$ cat src/rtl/sfd_pkg.sv
// Shared types, constants and functions of the serial frame deframer.
// Depends on nothing; used by sfd_cell, serial_frame_deframer_descramble_crc and tb_top.
`timescale 1ns / 1ps
package sfd_pkg;

    localparam int DefBufferBytes = 64;
    localparam int KeyBytes       = 16;

    localparam logic [7:0] UiSync     = 8'hB5;
    localparam logic [7:0] PktSync0   = 8'hAB;
    localparam logic [7:0] PktSync1   = 8'hCD;
    localparam logic [7:0] PktTrail0  = 8'hDC;
    localparam logic [7:0] PktTrail1  = 8'hBA;
    localparam logic [7:0] UiNoData   = 8'h06;
    localparam logic [15:0] CrcPoly   = 16'h1021;
    localparam logic [15:0] DiscMax   = 16'hFFFF;

    typedef enum logic [2:0] {
        ST_IDLE,
        ST_SCAN,
        ST_CHECK,
        ST_DECIDE,
        ST_EMIT
    } sfd_state_t;

    typedef enum logic [1:0] {
        OP_HOLD,
        OP_LOAD,
        OP_SHIFT,
        OP_ROT
    } cell_op_t;

    typedef struct packed {
        cell_op_t   op;
        logic [7:0] din;
    } cell_ctl_t;

    function automatic logic [7:0] scramble_key(input logic [3:0] idx);
        logic [7:0] k;
        case (idx)
            4'd0:  k = 8'h16;
            4'd1:  k = 8'h6c;
            4'd2:  k = 8'h14;
            4'd3:  k = 8'he6;
            4'd4:  k = 8'h2e;
            4'd5:  k = 8'h91;
            4'd6:  k = 8'h0d;
            4'd7:  k = 8'h40;
            4'd8:  k = 8'h21;
            4'd9:  k = 8'h35;
            4'd10: k = 8'hd5;
            4'd11: k = 8'h40;
            4'd12: k = 8'h13;
            4'd13: k = 8'h03;
            4'd14: k = 8'he9;
            default: k = 8'h80;
        endcase
        return k;
    endfunction

    // CRC16-XMODEM, one byte, MSB first
    function automatic logic [15:0] crc_byte(input logic [15:0] crc_in, input logic [7:0] b);
        logic [15:0] c;
        c = crc_in ^ {b, 8'h00};
        for (int i = 0; i < 8; i++) begin
            if (c[15]) begin
                c = {c[14:0], 1'b0} ^ CrcPoly;
            end else begin
                c = {c[14:0], 1'b0};
            end
        end
        return c;
    endfunction

endpackage

$ cat src/rtl/sfd_cell.sv
// One byte cell of the frame buffer chain.
// Depends on sfd_pkg for the cell control struct.
`timescale 1ns / 1ps
module sfd_cell
    import sfd_pkg::*;
#(
    parameter int PW  = 7,
    parameter int IDX = 0
) (
    input  logic          aclk,
    input  cell_ctl_t     ctl,
    input  logic [PW-1:0] fill,
    input  logic [7:0]    head,
    input  logic [7:0]    right,
    output logic [7:0]    q
);

    localparam logic [PW-1:0] MyIdx = PW'(IDX);

    logic [7:0] byte_reg;
    logic [7:0] byte_next;

    always_comb begin
        byte_next = byte_reg;
        case (ctl.op)
            OP_LOAD: begin
                if (fill == MyIdx) byte_next = ctl.din;
            end
            OP_SHIFT: byte_next = right;
            OP_ROT: begin
                // tail of the occupied run takes the head back
                if (fill - PW'(1) == MyIdx) byte_next = head;
                else                        byte_next = right;
            end
            default: byte_next = byte_reg;
        endcase
    end

    always_ff @(posedge aclk) begin
        byte_reg <= byte_next;
    end

    assign q = byte_reg;

endmodule

$ cat src/rtl/serial_frame_deframer_descramble_crc.sv
// Top level of the serial frame deframer with XOR descrambling and CRC16 check.
// Depends on sfd_pkg and sfd_cell.
`timescale 1ns / 1ps
// Usage:
//   Slave channel s_*: one received byte per transaction (s_tdata = rx_byte,
//   s_tlast = chunk_end, which does not affect parsing).
//   Master channel m_*: one transaction per payload byte of a completed frame,
//   or one for a frame without data; m_tlast marks the final one of a frame.
//   The buffer is a chain of byte cells that shift toward the head. After each
//   accepted byte the controller scans the head: a bad byte is dropped, a
//   packet check rotates the whole occupied chain once (CRC one byte per
//   cycle), and emission drops one byte per cycle while the output is not
//   stalled. s_tready is high only while the scan is done. The first result
//   is registered in the output register once emission reaches the payload.
//   A stalled m_tready freezes emission at the pending byte; the result stays
//   in the output register until taken.
//   Reset (aresetn low, synchronous) empties the buffer and clears the
//   discard count; buffer contents themselves are not cleared.
module serial_frame_deframer_descramble_crc
    import sfd_pkg::*;
#(
    parameter int BufferBytes = DefBufferBytes
) (
    input  logic        aclk,
    input  logic        aresetn,
    input  logic        s_tvalid,
    output logic        s_tready,
    input  logic [7:0]  s_tdata,   // [7:0] rx_byte
    input  logic        s_tlast,   // chunk_end
    output logic        m_tvalid,
    input  logic        m_tready,
    // [7:0] msg_type, [15:8] value_a, [23:16] value_b, [31:24] value_c,
    // [39:32] field_byte, [47:40] data_byte, [48] data_valid,
    // [54:49] byte_index, [55] crc_ok, [71:56] discard_total
    output logic [71:0] m_tdata,
    output logic [0:0]  m_tuser,   // [0] frame_kind
    output logic        m_tlast    // last
);

    localparam int CW = $clog2(BufferBytes + 1);
    localparam int PW = (CW > 6) ? CW : 6;
    localparam logic [16:0] BufW = 17'(BufferBytes);

    sfd_state_t state_reg, state_next;

    logic [PW-1:0] fill_reg, fill_next;
    logic [15:0]   disc_reg, disc_next;
    logic [PW-1:0] cnt_reg, cnt_next;     // rotation step or emission position
    logic [PW-1:0] size_reg, size_next;
    logic [PW-1:0] d0_reg, d0_next;       // first data position
    logic [PW-1:0] n_reg, n_next;         // data byte count
    logic [15:0]   crc_reg, crc_next;
    logic [15:0]   rx_reg, rx_next;
    logic          trail_ok_reg, trail_ok_next;
    logic          crc_ok_reg, crc_ok_next;
    logic          kind_reg, kind_next;
    logic [39:0]   hdr_reg, hdr_next;

    logic          mv_reg, mv_next;
    logic [71:0]   md_reg, md_next;
    logic          mk_reg, mk_next;
    logic          ml_reg, ml_next;

    cell_ctl_t     ctl;
    logic [7:0]    cell_q [BufferBytes];

    // cell chain
    for (genvar i = 0; i < BufferBytes; i++) begin : g_cell
        logic [7:0] right_w;
        if (i == BufferBytes - 1) begin : g_end
            assign right_w = 8'h00;
        end else begin : g_mid
            assign right_w = cell_q[i+1];
        end
        sfd_cell #(.PW(PW), .IDX(i)) u_cell (
            .aclk  (aclk),
            .ctl   (ctl),
            .fill  (fill_reg),
            .head  (cell_q[0]),
            .right (right_w),
            .q     (cell_q[i])
        );
    end

    // head decode
    logic [7:0]  b0, b1, b2, b3, b5;
    logic [16:0] fill_w, ui_size, pkt_len, pkt_size;
    logic        out_busy;
    assign b0 = cell_q[0];
    assign b1 = cell_q[1];
    assign b2 = cell_q[2];
    assign b3 = cell_q[3];
    assign b5 = cell_q[5];
    assign fill_w   = 17'(fill_reg);
    assign ui_size  = 17'd6 + ((b1 == UiNoData) ? 17'd0 : 17'(b5));
    assign pkt_len  = {1'b0, b3, b2};
    assign pkt_size = pkt_len + 17'd8;
    assign out_busy = mv_reg && !m_tready;

    // emission step decode
    logic [PW-1:0] rel;
    logic          is_data, is_empty, need_out, emit_go, emit_end;
    assign rel      = cnt_reg - d0_reg;
    assign is_data  = (cnt_reg >= d0_reg) && (rel < n_reg);
    assign is_empty = (n_reg == '0) && (cnt_reg == size_reg - PW'(1));
    assign need_out = is_data || is_empty;
    assign emit_go  = !(need_out && out_busy);
    assign emit_end = cnt_reg == size_reg - PW'(1);

    // check step decode
    logic [PW-1:0] krel;
    logic [7:0]    kbyte;
    assign krel  = cnt_reg - PW'(4);
    assign kbyte = b0 ^ scramble_key(krel[3:0]);

    function automatic logic [7:0] kbyte_emit(input logic [7:0] b, input logic [PW-1:0] r);
        return b ^ scramble_key(r[3:0]);
    endfunction

    // next state
    always_comb begin
        state_next = state_reg;
        case (state_reg)
            ST_IDLE: begin
                if (s_tvalid) state_next = ST_SCAN;
            end
            ST_SCAN: begin
                if (fill_reg == '0) begin
                    state_next = ST_IDLE;
                end else if (b0 == UiSync) begin
                    if (fill_w < 17'd6)             state_next = ST_IDLE;
                    else if (ui_size > BufW)        state_next = ST_SCAN;
                    else if (fill_w < ui_size)      state_next = ST_IDLE;
                    else                            state_next = ST_EMIT;
                end else if (b0 == PktSync0) begin
                    if (fill_w < 17'd2)             state_next = ST_IDLE;
                    else if (b1 != PktSync1)        state_next = ST_SCAN;
                    else if (fill_w < 17'd4)        state_next = ST_IDLE;
                    else if (pkt_len < 17'd4)       state_next = ST_SCAN;
                    else if (pkt_size > BufW)       state_next = ST_SCAN;
                    else if (fill_w < pkt_size)     state_next = ST_IDLE;
                    else                            state_next = ST_CHECK;
                end
            end
            ST_CHECK: begin
                if (cnt_reg == fill_reg - PW'(1)) state_next = ST_DECIDE;
            end
            ST_DECIDE: begin
                state_next = trail_ok_reg ? ST_EMIT : ST_SCAN;
            end
            ST_EMIT: begin
                if (emit_go && emit_end) state_next = ST_SCAN;
            end
            default: state_next = ST_IDLE;
        endcase
    end

    // datapath and outputs
    always_comb begin
        ctl.op        = OP_HOLD;
        ctl.din       = s_tdata;
        fill_next     = fill_reg;
        disc_next     = disc_reg;
        cnt_next      = cnt_reg;
        size_next     = size_reg;
        d0_next       = d0_reg;
        n_next        = n_reg;
        crc_next      = crc_reg;
        rx_next       = rx_reg;
        trail_ok_next = trail_ok_reg;
        crc_ok_next   = crc_ok_reg;
        kind_next     = kind_reg;
        hdr_next      = hdr_reg;
        mv_next       = mv_reg && !m_tready;
        md_next       = md_reg;
        mk_next       = mk_reg;
        ml_next       = ml_reg;
        s_tready      = 1'b0;

        case (state_reg)
            ST_IDLE: begin
                s_tready = 1'b1;
                if (s_tvalid) begin
                    if (fill_reg < PW'(BufferBytes)) begin
                        ctl.op    = OP_LOAD;
                        fill_next = fill_reg + PW'(1);
                    end else if (disc_reg != DiscMax) begin
                        disc_next = disc_reg + 16'd1;
                    end
                end
            end
            ST_SCAN: begin
                cnt_next = '0;
                if (state_next == ST_SCAN && fill_reg != '0) begin
                    // drop the head byte
                    ctl.op    = OP_SHIFT;
                    fill_next = fill_reg - PW'(1);
                    if (disc_reg != DiscMax) disc_next = disc_reg + 16'd1;
                end else if (state_next == ST_EMIT) begin
                    kind_next   = 1'b0;
                    hdr_next    = {cell_q[5], cell_q[4], cell_q[3], cell_q[2], b1};
                    size_next   = ui_size[PW-1:0];
                    d0_next     = PW'(6);
                    n_next      = ui_size[PW-1:0] - PW'(6);
                    crc_ok_next = 1'b0;
                end else if (state_next == ST_CHECK) begin
                    kind_next     = 1'b1;
                    hdr_next      = '0;
                    size_next     = pkt_size[PW-1:0];
                    d0_next       = PW'(4);
                    n_next        = pkt_len[PW-1:0];
                    crc_next      = '0;
                    trail_ok_next = 1'b1;
                end
            end
            ST_CHECK: begin
                // rotate once around the occupied run
                ctl.op   = OP_ROT;
                cnt_next = cnt_reg + PW'(1);
                if (cnt_reg >= PW'(4) && krel < n_reg) crc_next = crc_byte(crc_reg, kbyte);
                if (krel == n_reg)          rx_next[7:0]  = kbyte;
                if (krel == n_reg + PW'(1)) rx_next[15:8] = kbyte;
                if (cnt_reg == size_reg - PW'(2) && b0 != PktTrail0) trail_ok_next = 1'b0;
                if (cnt_reg == size_reg - PW'(1) && b0 != PktTrail1) trail_ok_next = 1'b0;
            end
            ST_DECIDE: begin
                cnt_next    = '0;
                crc_ok_next = rx_reg == crc_reg;
                if (!trail_ok_reg) begin
                    ctl.op    = OP_SHIFT;
                    fill_next = fill_reg - PW'(1);
                    if (disc_reg != DiscMax) disc_next = disc_reg + 16'd1;
                end
            end
            ST_EMIT: begin
                if (emit_go) begin
                    ctl.op    = OP_SHIFT;
                    fill_next = fill_reg - PW'(1);
                    cnt_next  = cnt_reg + PW'(1);
                    if (need_out) begin
                        mv_next = 1'b1;
                        mk_next = kind_reg;
                        ml_next = is_empty || (rel == n_reg - PW'(1));
                        md_next[39:0]  = hdr_reg;
                        md_next[47:40] = is_empty ? 8'h00 :
                                         (kind_reg ? kbyte_emit(b0, rel) : b0);
                        md_next[48]    = is_data;
                        md_next[54:49] = is_data ? rel[5:0] : 6'd0;
                        md_next[55]    = crc_ok_reg;
                        md_next[71:56] = disc_reg;
                    end
                end
            end
            default: ;
        endcase
    end

    always_ff @(posedge aclk) begin
        if (!aresetn) begin
            state_reg <= ST_IDLE;
            fill_reg  <= '0;
            disc_reg  <= '0;
            mv_reg    <= 1'b0;
        end else begin
            state_reg <= state_next;
            fill_reg  <= fill_next;
            disc_reg  <= disc_next;
            mv_reg    <= mv_next;
        end
    end

    always_ff @(posedge aclk) begin
        cnt_reg      <= cnt_next;
        size_reg     <= size_next;
        d0_reg       <= d0_next;
        n_reg        <= n_next;
        crc_reg      <= crc_next;
        rx_reg       <= rx_next;
        trail_ok_reg <= trail_ok_next;
        crc_ok_reg   <= crc_ok_next;
        kind_reg     <= kind_next;
        hdr_reg      <= hdr_next;
        md_reg       <= md_next;
        mk_reg       <= mk_next;
        ml_reg       <= ml_next;
    end

    assign m_tvalid = mv_reg;
    assign m_tdata  = md_reg;
    assign m_tuser  = mk_reg;
    assign m_tlast  = ml_reg;

`ifndef ASSERT_OFF
    a_fill_bound: assert property (@(posedge aclk) disable iff (!aresetn)
        fill_reg <= PW'(BufferBytes))
        else $error("fill count beyond buffer size");

    a_scan_after_accept: assert property (@(posedge aclk) disable iff (!aresetn)
        (s_tvalid && s_tready) |=> !s_tready)
        else $error("input taken again before scan");

    a_disc_monotonic: assert property (@(posedge aclk) disable iff (!aresetn)
        $past(aresetn) |-> disc_reg >= $past(disc_reg))
        else $error("discard count decreased");

    a_emit_data_in_buffer: assert property (@(posedge aclk) disable iff (!aresetn)
        (state_reg == ST_EMIT) |-> fill_reg != '0)
        else $error("emission from an empty buffer");
`endif

endmodule

$ cat config.mk
export PLATFORM = sky130hd
export DESIGN_NAME = serial_frame_deframer_descramble_crc
export DESIGN_NICKNAME = d
export VERILOG_FILES = /design/src/rtl/sfd_pkg.sv /design/src/rtl/sfd_cell.sv /design/src/rtl/serial_frame_deframer_descramble_crc.sv
export SDC_FILE = /design/constraint.sdc
export NUM_CORES = 2
export LEC_CHECK = 0
export BUFFER_PORTS_ARGS = -buffer_cell sky130_fd_sc_hd__buf_2
export CORE_UTILIZATION = 40
export CTS_CLUSTER_SIZE = 20
export DETAILED_ROUTE_END_ITERATION = 8
export SKIP_CTS_REPAIR_TIMING = 1
export SLEW_MARGIN = 10
export SYNTH_ARGS = -nofsm -noshare
export SYNTH_HDL_FRONTEND = slang
export SYNTH_SLANG_ARGS = --single-unit
$ cat constraint.sdc
create_clock -name aclk -period 19.8 [get_ports aclk]
set_input_delay 3.96 -clock aclk [delete_from_list [all_inputs] [get_ports aclk]]
set_output_delay 3.96 -clock aclk [all_outputs]
set_load 0.01 [all_outputs]
Yosys cells after proc, flatten, opt, wreduce, memory -nomap -nowiden. Memory sizes are Yosys's and may differ from the RTL's. Cells that the tools add are included. Widths: inputs -> output; s select.

Memories: 2. Word-level logic and storage cells: 733. ROM bits: 256. Output and inout bits: 76. Register bits: 710. Input port bits: 13.

Order comparisons: 13. Reductions and logical operators: 100. Add/subtract/negate cells: 13. Equal/unequal tests: 227. Bitwise gates (word level): 13. Muxes and demuxes: 281.

Memories: (no name shown) (words 16, bits a word 8, rd ports 1, clocked after Yosys merged registers in 0, wr ports 0, line sfd_pkg.sv:40) `case (idx)`; (no name shown) (words 16, bits a word 8, rd ports 1, clocked after Yosys merged registers in 0, wr ports 0, line sfd_pkg.sv:40).

Operator list (count): $pmux 8 s3 (64); $mux 8 (133); $eq 7x6->1 const B (64); $mux 16 (23); $eq 7x5->1 const B (32); $reduce_and 2->1 (66); $ne 2x1->1 const B (63); $eq 7x4->1 const B (16); $mux 13 (8); $mux 40 (2); $mux 7 (10); $eq 7x3->1 const B (8); $pmux 16 s3 (1); $eq 7x7->1 (6); $pmux 16 s2 (1); $mux 3 (10); $eq 7x2->1 const B (4); $pmux 7 s4 (1); $ne 2x2->1 const B (13); $ne 8x8->1 const B (3); $not 3->3 (8); $add 7x1->7 const B (3); $logic_not 7->1 (3); $pmux 7 s3 (1); other kinds (49) (104).

Depth between registers and ports, before layout. An unclocked memory read counts as a cell.

Word-level depth: 36. Gate-level depth with buffers: 19. Depth with buffers taken out: 16.

Cells and area by module. Synthesis repeated with hierarchy kept, for this count alone.

Cells, all modules: 4110. Area, all modules: 44621.5 um^2.

Modules (own cells, without submodules): serial_frame_deframer_descramble_crc (instances 1, seq. area each 5645.4 um^2, cells an instance 981, area an instance 10847.9 um^2); sfd_cell (g_cell[10].u_cell ...) (instances 6, seq. area each 240.2 um^2, cells an instance 49, area an instance 516.7 um^2); sfd_cell (g_cell[11].u_cell ...) (instances 5, seq. area each 240.2 um^2, cells an instance 49, area an instance 530.5 um^2); sfd_cell (g_cell[36].u_cell ...) (instances 5, seq. area each 240.2 um^2, cells an instance 49, area an instance 520.5 um^2); sfd_cell (g_cell[16].u_cell ...) (instances 4, seq. area each 240.2 um^2, cells an instance 49, area an instance 528.0 um^2); sfd_cell (g_cell[42].u_cell ...) (instances 3, seq. area each 240.2 um^2, cells an instance 49, area an instance 570.5 um^2); sfd_cell (g_cell[46].u_cell ...) (instances 3, seq. area each 240.2 um^2, cells an instance 49, area an instance 566.8 um^2); sfd_cell (g_cell[17].u_cell ...) (instances 3, seq. area each 240.2 um^2, cells an instance 51, area an instance 520.5 um^2); sfd_cell (g_cell[14].u_cell ...) (instances 3, seq. area each 240.2 um^2, cells an instance 49, area an instance 515.5 um^2); sfd_cell (g_cell[39].u_cell ...) (instances 2, seq. area each 240.2 um^2, cells an instance 49, area an instance 541.8 um^2); sfd_cell (g_cell[37].u_cell ...) (instances 2, seq. area each 240.2 um^2, cells an instance 49, area an instance 523.0 um^2); sfd_cell (g_cell[45].u_cell ...) (instances 2, seq. area each 240.2 um^2, cells an instance 51, area an instance 521.8 um^2); sfd_cell (g_cell[13].u_cell ...) (instances 2, seq. area each 240.2 um^2, cells an instance 51, area an instance 516.7 um^2); sfd_cell (g_cell[62].u_cell) (instances 1, seq. area each 240.2 um^2, cells an instance 49, area an instance 555.5 um^2); +23 rows.

Least setup slack after synthesis. Ideal clock, no wire load.

Path type: input -> register. Start: input m_tready. End: register md_reg[0], in the netlist m_tdata[0] (enable). Stages on the path: 2. Data required time: 19.293 ns. Library setup time: 0.507 ns. Slack: 12.176 ns. Buffers on the path: 0. Data arrival time: 7.117 ns. Cell sequence: nor2b_1 nor2_1.

Longest elaborated chain between the ends: 5.

RTL lines: from (decl) (line serial_frame_deframer_descramble_crc.sv:31) `input logic m_tready,`; $logic_not 1->1 (line serial_frame_deframer_descramble_crc.sv:98) `assign out_busy = mv_reg && !m_tready;`; $logic_and 1x1->1 (line serial_frame_deframer_descramble_crc.sv:98); $logic_and 1x1->1 (line serial_frame_deframer_descramble_crc.sv:107) `assign emit_go = !(need_out && out_busy);`; $not 1->1 (no line); $reduce_and 3->1 (no line); to (signal assigned) (line serial_frame_deframer_descramble_crc.sv:283) `md_reg <= md_next;`; to (decl) (line serial_frame_deframer_descramble_crc.sv:60) `logic [71:0] md_reg, md_next;`.

Every way passes these cells. A chain may end at the register's enable or synchronous reset.

Worst setup path in the final report.
Start: input m_tready. End: register g_cell[61].u_cell.byte_reg[5] (data pin).

Longest elaborated chain between the ends: 13. Elaborated cells between the ends (all ways): 16. Those cells by class: eq/ne: 4; mux: 6; reduce/logical: 6.

RTL lines: $logic_not 1->1 (*) (line serial_frame_deframer_descramble_crc.sv:98); $logic_and 1x1->1 (*) (line serial_frame_deframer_descramble_crc.sv:98); $logic_and 1x1->1 (*) (line serial_frame_deframer_descramble_crc.sv:107); $logic_not 1->1 (line serial_frame_deframer_descramble_crc.sv:107); $logic_and 1x1->1 (line serial_frame_deframer_descramble_crc.sv:152) `if (emit_go && emit_end) state_next = ST_SCAN;`; $mux 3 (line serial_frame_deframer_descramble_crc.sv:152); $pmux 3 s5 (line serial_frame_deframer_descramble_crc.sv:123) `case (state_reg)`; $eq 3x1->1 (line serial_frame_deframer_descramble_crc.sv:194) `if (state_next == ST_SCAN && fill_reg != '0) begin`; $logic_and 1x1->1 (line serial_frame_deframer_descramble_crc.sv:194); $mux 2 (line serial_frame_deframer_descramble_crc.sv:194); $pmux 2 s5 (*) (line serial_frame_deframer_descramble_crc.sv:180) `case (state_reg)`; $eq 2x2->1 / $eq 2x1->1 (equally long branches) (line sfd_cell.sv:25) `case (ctl.op)`; $pmux 8 s3 (*) (line sfd_cell.sv:25); net g_cell[61].u_cell.byte_next[5] (line sfd_cell.sv:21) `logic [7:0] byte_next;`; to (signal assigned) (line sfd_cell.sv:40) `byte_reg <= byte_next;`; to (decl) (line sfd_cell.sv:20) `logic [7:0] byte_reg;`.

Mark *: on every way through the listed nets, which the timed path passes. The rest lies on a longest branch.

==> out/results.txt <==
Post-layout util: 0.453
Register area share after synthesis: 0.594
Clock transition at path regs: 0.06 ns
Most Frequent Cell on Critical Path: buf_4
Crit-path cells: buf_2 -> nand2b_1 -> nor2_1 -> or4b_1 -> o211ai_2 -> o21ai_4 -> buf_4 -> buf_4 -> buf_4 -> or2_1 -> a221o_1
Largest net degree at the start of global routing: 144
FMAX: 133 MHz
Dpl cells: 4,511
Largest register FFs: 512
Clk_skew: 0.0260 ns
Final slew viol count: 0
Area leader, netlist: edfxtp_1
HPWL after DPL: 66.8 mm
DR WL/cell: 23.7 um
Final #Nets: 3,507
Asr flop ratio synth: 0
Synthesized Nets: 3,528
CP max stage delay: 0.90 ns
GRT overflow: 0
Overall Power: 4.69 mW
Residual DRC count: 0
WL final: 111 mm
Nature of the critical path startpoint: input port
Syn. warnings: 0
VDD IR max: 122 uV
First-pass GRT wire length: 166 mm
Tcrit/Tclk final: 0.379
Hold path cells: 0
Bufs and invs on worst path: 4
Final setup vio count: 0
Delay-heaviest family, CP: buffers and inverters
Gpl congestion: 0.872
Initial Util: 0.406
Gr usage total: 0.243
Syn-to-layout area delta: 11.6%
Insertion delay to the later sink of the worst-skew pair: 0.64 ns
Mapped Cells: 3,460
DRT Pass-1 Iters: 6
Top-area cell type share of the netlist area: 0.579
Total number of vias: 27,700
Post-synthesis xor/xnor area fraction: 0.0309
CTS Root Cell: clkbuf_16
PortBufs: 87
Final cell count without fillers: 4,659
Crit path kind: input port to flip-flop
Total CTS buffers: 80
RSZ-0062 raised after global routing: false
FF+latch area: 21,000 um2
Core Region: 87,200 um2
Fin Setup TNS: 0 ns
Adder-cell share of the synthesized area: 0.0195
Multi-input gate area: 13,300 um2
Clock tree buffer depth: 3
Max-cap check violation count: 0
Number of synthesized register bits: 709
Combinational family with the most area after synthesis: simple AND/OR/NAND/NOR gates
CTS tree: yes
Die area: 89,600 um2
Row count: 108
Iter 0 DRT Violations: 3,662
Initial antenna violation count: 2
Num Clock Sinks: 709
Worst Path Max Fanout: 143
Cell area after synthesis: 35,400 um2
Critical Path Slowest Stage Cell: buf_4
Vias in the first global route: 26,800
Avg Vias per Cell: 5.95
Boundary Pins: 89
Share of cells above drive strength 1: 0.0845
Worst hold slack: 0.417 ns
# diodes: 0
Least-Margin Pin Slew: 1.21 ns
P_leak: 13.1 nW
Cell Pwr Density: 119 nW/um2
Synth Area in Compound Gates: 0.125
Post-synth top flop: edfxtp_1
Min-Delay Path Class: flip-flop to flip-flop
Post-Syn Area per Cell: 10.2 um2
Die Span Y: 299 um
CP Depth: 11
Final Hold Viols: 0
EDFF count, synth: 682
Synth Area in Simple Gates: 0.190
Crit. End Element: flip-flop
Die width: 299 um
Worst R2R Path Depth: 15
Antenna Nets Post-Route: 0
Worst path required time: 20.28 ns
Post-synthesis mux area share: 0.00838
Largest cells by area after synthesis: edfxtp_1 (58%), o21ai_0 (8.1%), nand3_1 (7.1%)
Max-slew headroom: 0.182
Worst Path Arrival: 7.98 ns
Htree depth: 3
Post-layout min period: 7.50 ns
# fillers: 8,114
Synth cell types: 80
Status: completed
-- area by class of cell --
type                       instances  share of cell area
tap                             1155              0.0366
multi-input combinational       2460               0.337
clock inverter                    50              0.0138
clock buffer                      97              0.0537
sequential                       709               0.533
timing repair buffer             138              0.0212
inverter                          50             0.00476
-- power breakdown --
group / total, mW / internal (mW) / leakage (nW) / switching (mW)
registers: 2.04 / 1.94 / 6.41 / 0.0991
clock network: 1.53 / 0.897 / 1.30 / 0.629
logic: 1.13 / 0.289 / 5.42 / 0.837
-- cells in the mapped netlist, types with 11 or more instances --
master / n
edfxtp_1: 682
nor4_1: 12
and3_1: 11
and2_1: 62
ha_1: 55
dfxtp_1: 27
xor2_1: 53
mux2i_1: 15
nand3_1: 503
o21ai_0: 576
buf_2: 11
or3_1: 14
clkbuf_1: 221
nand2b_1: 11
nor2_1: 163
nor2b_1: 18
a21oi_1: 99
nor3_1: 25
nand4_1: 18
nand2_1: 583
xnor2_1: 72
inv_1: 48
a221o_1: 32
-- logic make-up after synthesis --
family                     count (synthesis)
DFF                                      709
muxes                                     22
adders and majority gates                 55
xor gates and xnor gates                 125
and+or+nand+nor                         1462
buffers and inverters                    291
AOI/OAI and AO/OA                        796
-- routing by layer --
metal	global-route usage	vias up	wire length (um)	share of wire
met2	0.388	1437	51600	0.47
met5	0	-	0	0
met3	0.0507	237	11000	0.10
li1	-	12600	-	-
met1	0.328	13500	44400	0.40
met4	0.0838	0	3600	0.033
-- cells in the final DEF (no fill, tap or decap), drive strengths merged, types with 15 or more instances in the layout --
master / netlist / routed
xnor2: 72 / 72
nor2b: 18 / 18
buf: 20 / 138
xor2: 53 / 53
a221o: 32 / 32
mux2i: 15 / 15
ha: 55 / 55
nand2: 583 / 583
and2: 62 / 62
clkinv: 0 / 32
a21oi: 99 / 99
nand4: 18 / 18
inv: 50 / 55
dfxtp: 27 / 27
nor3: 25 / 25
o21ai: 579 / 579
clkbuf: 221 / 97
edfxtp: 682 / 682
nor2: 163 / 163
nand3: 503 / 503
-- path summary, 6_finish.rpt --
| kind | slack [ns] | start | endpoint |
|---|---|---|---|
| setup / recovery | 12.30 | m_tready | g_cell[61].u_cell.q[5] |
| hold / removal | 0.42 | hdr_reg[23] | m_tdata[23] |
| setup reg to reg | 13.07 | g_cell[1].u_cell.q[4] | g_cell[61].u_cell.q[5] |
| hold reg to reg | 0.42 | hdr_reg[23] | m_tdata[23] |
-- metrics by stage --
step           instance area [um2]  setup slack, ns
2_1_floorplan                35400            12.18
3_3_place_gp                 36800            11.84
3_5_place_dp                 36800            11.77
4_1_cts                      39400            12.42
5_1_grt                      39500            12.02
6_report                     39500            12.30
(Power assumes the default switching activity.)
